### config.mk
export PLATFORM = sky130hd
export DESIGN_NAME = kmbp_ctrl
export DESIGN_NICKNAME = d
export VERILOG_FILES = /design/src/kmbp_pkg.sv /design/src/kmbp_ctrl.sv
export SDC_FILE = /design/constraint.sdc
export NUM_CORES = 1
export LEC_CHECK = 0
export BUFFER_PORTS_ARGS = -buffer_cell sky130_fd_sc_hd__clkbuf_2
export CAP_MARGIN = 10
export CORE_UTILIZATION = 30
export DETAILED_ROUTE_END_ITERATION = 6
export HOLD_SLACK_MARGIN = 0.1
export MAX_ROUTING_LAYER = met4
export PLACE_DENSITY = 0.65
export SLEW_MARGIN = 20
export SYNTH_ARGS = -nofsm -noshare
export SYNTH_HDL_FRONTEND = slang
export SYNTH_SLANG_ARGS = --single-unit
### constraint.sdc
create_clock -name i_clk -period 1.8 [get_ports i_clk]
set_clock_uncertainty 0.2 [all_clocks]
set_input_delay 0.36 -clock i_clk [delete_from_list [all_inputs] [get_ports i_clk]]
set_output_delay 0.36 -clock i_clk [all_outputs]
set_load 0.01 [all_outputs]
### src/kmbp_pkg.sv
// Package for the keyed mixing byte generator: types, constants, mixing functions.
// No dependencies.
package kmbp_pkg;

    localparam logic [31:0] LCG_MUL = 32'd69069;

    // Controller commands to the datapath
    typedef struct packed {
        logic load_seed;   // w <= seed
        logic lcg_step;    // w <= w*mul+1, store word
        logic sched_step;  // schedule one word
        logic sched_fin;   // compute null indices
        logic round;       // one mixing round
        logic clr_round;   // reset round counters
    } t_cmd;

    typedef struct packed {
        logic [3:0] word_idx;
        logic [1:0] round_i;
        logic [1:0] round_n;
    } t_sts;

    function automatic logic [31:0] mix4(input logic [31:0] x);
        return (x + (x << 4)) ^ (x >> 5);
    endfunction

    function automatic logic [31:0] mix6(input logic [31:0] x);
        return (x + (x << 6)) ^ (x >> 9);
    endfunction

    function automatic logic [31:0] rotr(input logic [31:0] x, input logic [4:0] s);
        return (x >> s) | (x << (6'd32 - {1'b0, s}));
    endfunction

    function automatic logic [31:0] rotl(input logic [31:0] x, input logic [4:0] s);
        return (x << s) | (x >> (6'd32 - {1'b0, s}));
    endfunction

    // x mod 3 via digit sums (mod 4 == 1)
    function automatic logic [1:0] mod3(input logic [31:0] x);
        logic [5:0] s;
        logic [3:0] t;
        logic [2:0] u;
        s = '0;
        for (int k = 0; k < 16; k++) s = s + 6'(x[2*k +: 2]);
        t = 4'(s[1:0]) + 4'(s[3:2]) + 4'(s[5:4]);
        u = 3'(t[1:0]) + 3'(t[3:2]);
        return (u >= 3'd6) ? 2'(u - 3'd6) : (u >= 3'd3) ? 2'(u - 3'd3) : u[1:0];
    endfunction

    // x mod 31 via 5-bit digit sums (mod 32 == 1); top digit is two bits
    function automatic logic [4:0] mod31(input logic [31:0] x);
        logic [8:0] s;
        logic [5:0] t;
        s = '0;
        for (int k = 0; k < 6; k++) s = s + 9'(x[5*k +: 5]);
        s = s + 9'(x[31:30]);
        t = 6'(s[4:0]) + 6'(s[8:5]);
        t = 6'(t[4:0]) + 6'(t[5]);
        return (t >= 6'd31) ? 5'(t - 6'd31) : t[4:0];
    endfunction

endpackage

### src/kmbp_ctrl.sv
// Controller FSM for the keyed mixing byte generator.
// Depends on kmbp_pkg.
module kmbp_ctrl (
    input  logic          i_clk,
    input  logic          i_rst_n,
    input  logic          i_valid,
    output logic          o_stall,
    input  logic          i_restart,
    output logic          o_valid,
    input  logic          i_stall,
    input  kmbp_pkg::t_sts i_sts,
    output kmbp_pkg::t_cmd o_cmd
);
    import kmbp_pkg::*;

    typedef enum logic [5:0] {
        S_IDLE  = 6'b000001,
        S_LCG   = 6'b000010,
        S_SCHED = 6'b000100,
        S_FIN   = 6'b001000,
        S_MIX   = 6'b010000,
        S_OUT   = 6'b100000
    } t_state;

    t_state r_state, n_state;

    assign o_stall = (r_state != S_IDLE);
    assign o_valid = (r_state == S_OUT);

    always_comb begin
        n_state = r_state;
        o_cmd   = '0;
        unique case (r_state)
            S_IDLE: begin
                if (i_valid) begin
                    o_cmd.clr_round = 1'b1;
                    if (i_restart) begin
                        o_cmd.load_seed = 1'b1;
                        n_state = S_LCG;
                    end else begin
                        n_state = S_MIX;
                    end
                end
            end
            S_LCG: begin
                o_cmd.lcg_step = 1'b1;
                if (i_sts.word_idx == 4'd11) n_state = S_SCHED;
            end
            S_SCHED: begin
                o_cmd.sched_step = 1'b1;
                if (i_sts.word_idx == 4'd7) n_state = S_FIN;
            end
            S_FIN: begin
                o_cmd.sched_fin = 1'b1;
                n_state = S_MIX;
            end
            S_MIX: begin
                o_cmd.round = 1'b1;
                if (i_sts.round_i == 2'd3 && i_sts.round_n == 2'd3) n_state = S_OUT;
            end
            S_OUT: begin
                if (!i_stall) n_state = S_IDLE;
            end
            default: n_state = S_IDLE;
        endcase
    end

    always_ff @(posedge i_clk) begin
        if (!i_rst_n) r_state <= S_IDLE;
        else          r_state <= n_state;
    end
endmodule

==> impl_metrics.yaml <==
outcome:
  status: "finished, violations left"
  violations: "negative setup slack"
synthesis:
  synth.distinct_cells: 29
  seq_area_frac_synth: 0.272
  yosys.area.top_type: "dfxtp_1"
  synth.avg_cell_area_um2: 8.18
  ys.flop_type: "dfxtp_1"
  netlist_area_um2: 442
  yosysMostFrequentCell: "dfxtp_1"
  ys_warn_count: 0
  synthArstFlopShare: 0
  synth_nets: 67
  synth_edf_count: 0
  yosys-top-cells-count: "6 x dfxtp_1, 4 x nor2_1, 4 x nor2b_1"
  synth_seq_cells: 6
  synth.area.top_cells: "dfxtp_1 27%, nor2b_1 5.7%, and2_1 4.2%"
  synthCells: 54
  synth_top_area_frac: 0.272
power_and_ir_drop:
  p_int_w: 0.000312
  switching_share: 0.279
  p_seq_frac: 0.348
  power_frac_clock: 0.268
  peakVddDrop_v: 0.000389
  p_leak_nw: 0.305
  combPwrFrac: 0.384
  power.switching_w: 0.000121
  p_per_area_nw_per_um2: 595
floorplan:
  die_area_um2: 1630
  fp.dieH_um: 40.4
  io_pins: 21
  coreArea_um2: 1330
  start_util: 0.331
  num_rows: 13
  die_w_um: 40.4
clock_network:
  cts_tree: "built"
  cts-root-buf: "clkbuf_4"
  cts_made_buffers: 3
  cts_max_path_buffers: 2
  htreeDepth: 1
  cts.sinks: 6
  insertion_delay_ns: 0.23
  holdBufCountCts: 0
  clk_pin_slew_ns: 0.04
timing:
  finalCritPeriodShare: 1.10
  finalCriticalPeriod_ns: 1.99
  worst_pin_slew_ns: 0.248
  rsz0062_at_grt: "true"
  tns_ns: -0.423
  max_freq_mhz: 503
  setup_ws_ns: -0.188
  max_slew_margin: 0.834
  finalSetupViolCount: 5
  hold_violations: 0
  final_max_slew_viol_count: 0
cells_and_area:
  drive_gt1_frac: 0.554
  antenna_cells: 0
  syn_to_final_growth_pct: 64.6
  largest_register: "r_state"
  top_regs: "r_state: 6 flops"
  largest_reg_flops: 6
  nets: 98
placement:
  place_congestion: 0.724
  port_buffers: 20
  dp_slack_ns: 0.0371
  dp_hpwl_um: 895
drt:
  dr.first_iter.drc_count: 5
  via_per_inst: 5.31
  routed_wl_um: 1160
  drc: 0
  via_count: 520
  dr.pass1.iters: 4
  wire_per_inst_um: 11.9
  postRouteAntennaNets: 0
grt:
  grt_overflow: 0
  grt_antenna_before_repair: 0
  grt_start_max_net_pins: 8
  grt_pass1_wl_um: 1830
  grt_usage: 0.170
  grt_pass1_vias: 471
critical_path:
  worstPathArrival_ns: 1.43
  cp_max_fo: 4
  reg2regPathDepth: 5
  reg2reg_from: "r_state[3]"
  ff2ff_setup_slack_ns: 0.11
  cp-start-kind: "flip-flop"
  crit_type: "reg -> out"
  cp-end-kind: "output pin"
  worstReg2RegEnd: "r_state[2]"
  worstPathRequired_ns: 1.24
hold_path:
  hp-class: "in -> reg"
  holdPathEnd: "r_state[0]"
  worstHoldPathCells: 2
  hp-start: "i_rst_n"
run:
  max_cap_violations: 0
## per-stage QoR
step	hold slack (ns)	instances	cell area, µm²	power (W)	util
after floorplan	0.239	54	442	0.000215	-
after global placement	0.430	94	598	0.000262	0.448
after detailed placement	0.415	94	598	0.000264	0.448
after CTS	0.166	98	669	0.000405	0.502
after global routing	0.189	98	727	0.000464	0.545
final	0.177	98	727	0.000432	0.545
## routing by layer
metal | vias to the layer above | GRT usage | part of all wire
li1 | 268 | - | -
met1 | 240 | 0.190 | 0.46
met2 | 10 | 0.290 | 0.51
met3 | 2 | 0.0167 | 0.024
met4 | 0 | 0.100 | 0.0077
met5 | - | - | 0
## logic make-up (layout without fill, tap and decap cells)
logic type,Yosys count,after routing,share of synthesized area
and+or+nand+nor,33,33,0.501
AOI/OAI and AO/OA,13,13,0.198
DFF,6,6,0.272
xor gates and xnor gates,1,1,0.0198
buffers and inverters,1,30,0.00849
## area by class of cell
class | count | area, µm²
flip-flops and latches | 6 | 125
well taps | 15 | 18.8
clock buffers | 3 | 22.5
inverters | 1 | 3.75
multi-input cells | 47 | 379
fillers | 124 | 607
repair buffers | 26 | 178
## critical path, stage by stage (launching register included)
cell	delay (ns)
dfxtp_1	0.30
or4_4	0.55
and2b_2	0.25
buf_6	0.10
## cells in the final DEF (no fill, tap or decap), types with 2 or more instances in the layout
cell type / instances
nor2_1: 3
buf_6: 6
buf_4: 4
nor2b_1: 4
nand4b_1: 2
buf_2: 3
and2_1: 2
dfxtp_2: 4
dfxtp_1: 2
a21boi_0: 2
nor3_4: 2
clkbuf_4: 3
nand2_1: 3
and3_4: 2
o21ai_0: 3
clkbuf_2: 13
nand3_1: 2
nand4_1: 2
o211ai_1: 2
## worst max-delay path by stage
| stage | from | end | slack, ns | cells after the start |
|---|---|---|---|---|
| after global placement | r_state[3] | o_cmd[3] | 0.04 | 3 |
| after global routing | r_state[3] | o_cmd[3] | -0.23 | 3 |
| after detailed placement | r_state[3] | o_cmd[3] | 0.04 | 3 |
| after floorplan | r_state[3] | o_cmd[3] | 0.07 | 2 |
| final | r_state[3] | o_cmd[3] | -0.19 | 3 |
| after CTS | r_state[5] | o_cmd[3] | -0.21 | 3 |
## power by group through the flow
stage,sequential (W),combinational (W),clock [W]
floorplan,0.000153,0.0000622,0
global placement,0.000148,0.000114,0
detailed placement,0.000149,0.000116,0
CTS,0.000147,0.000135,0.000123
global route,0.000150,0.000184,0.000130
finish,0.000151,0.000166,0.000116
## timing repair
item                       CTS  global route
resized for setup            8            21
buffers inserted             1             0
pin swaps                    5            11
setup endpoints to repair    8             9
No activity file was read; power rests on OpenSTA's default activity.
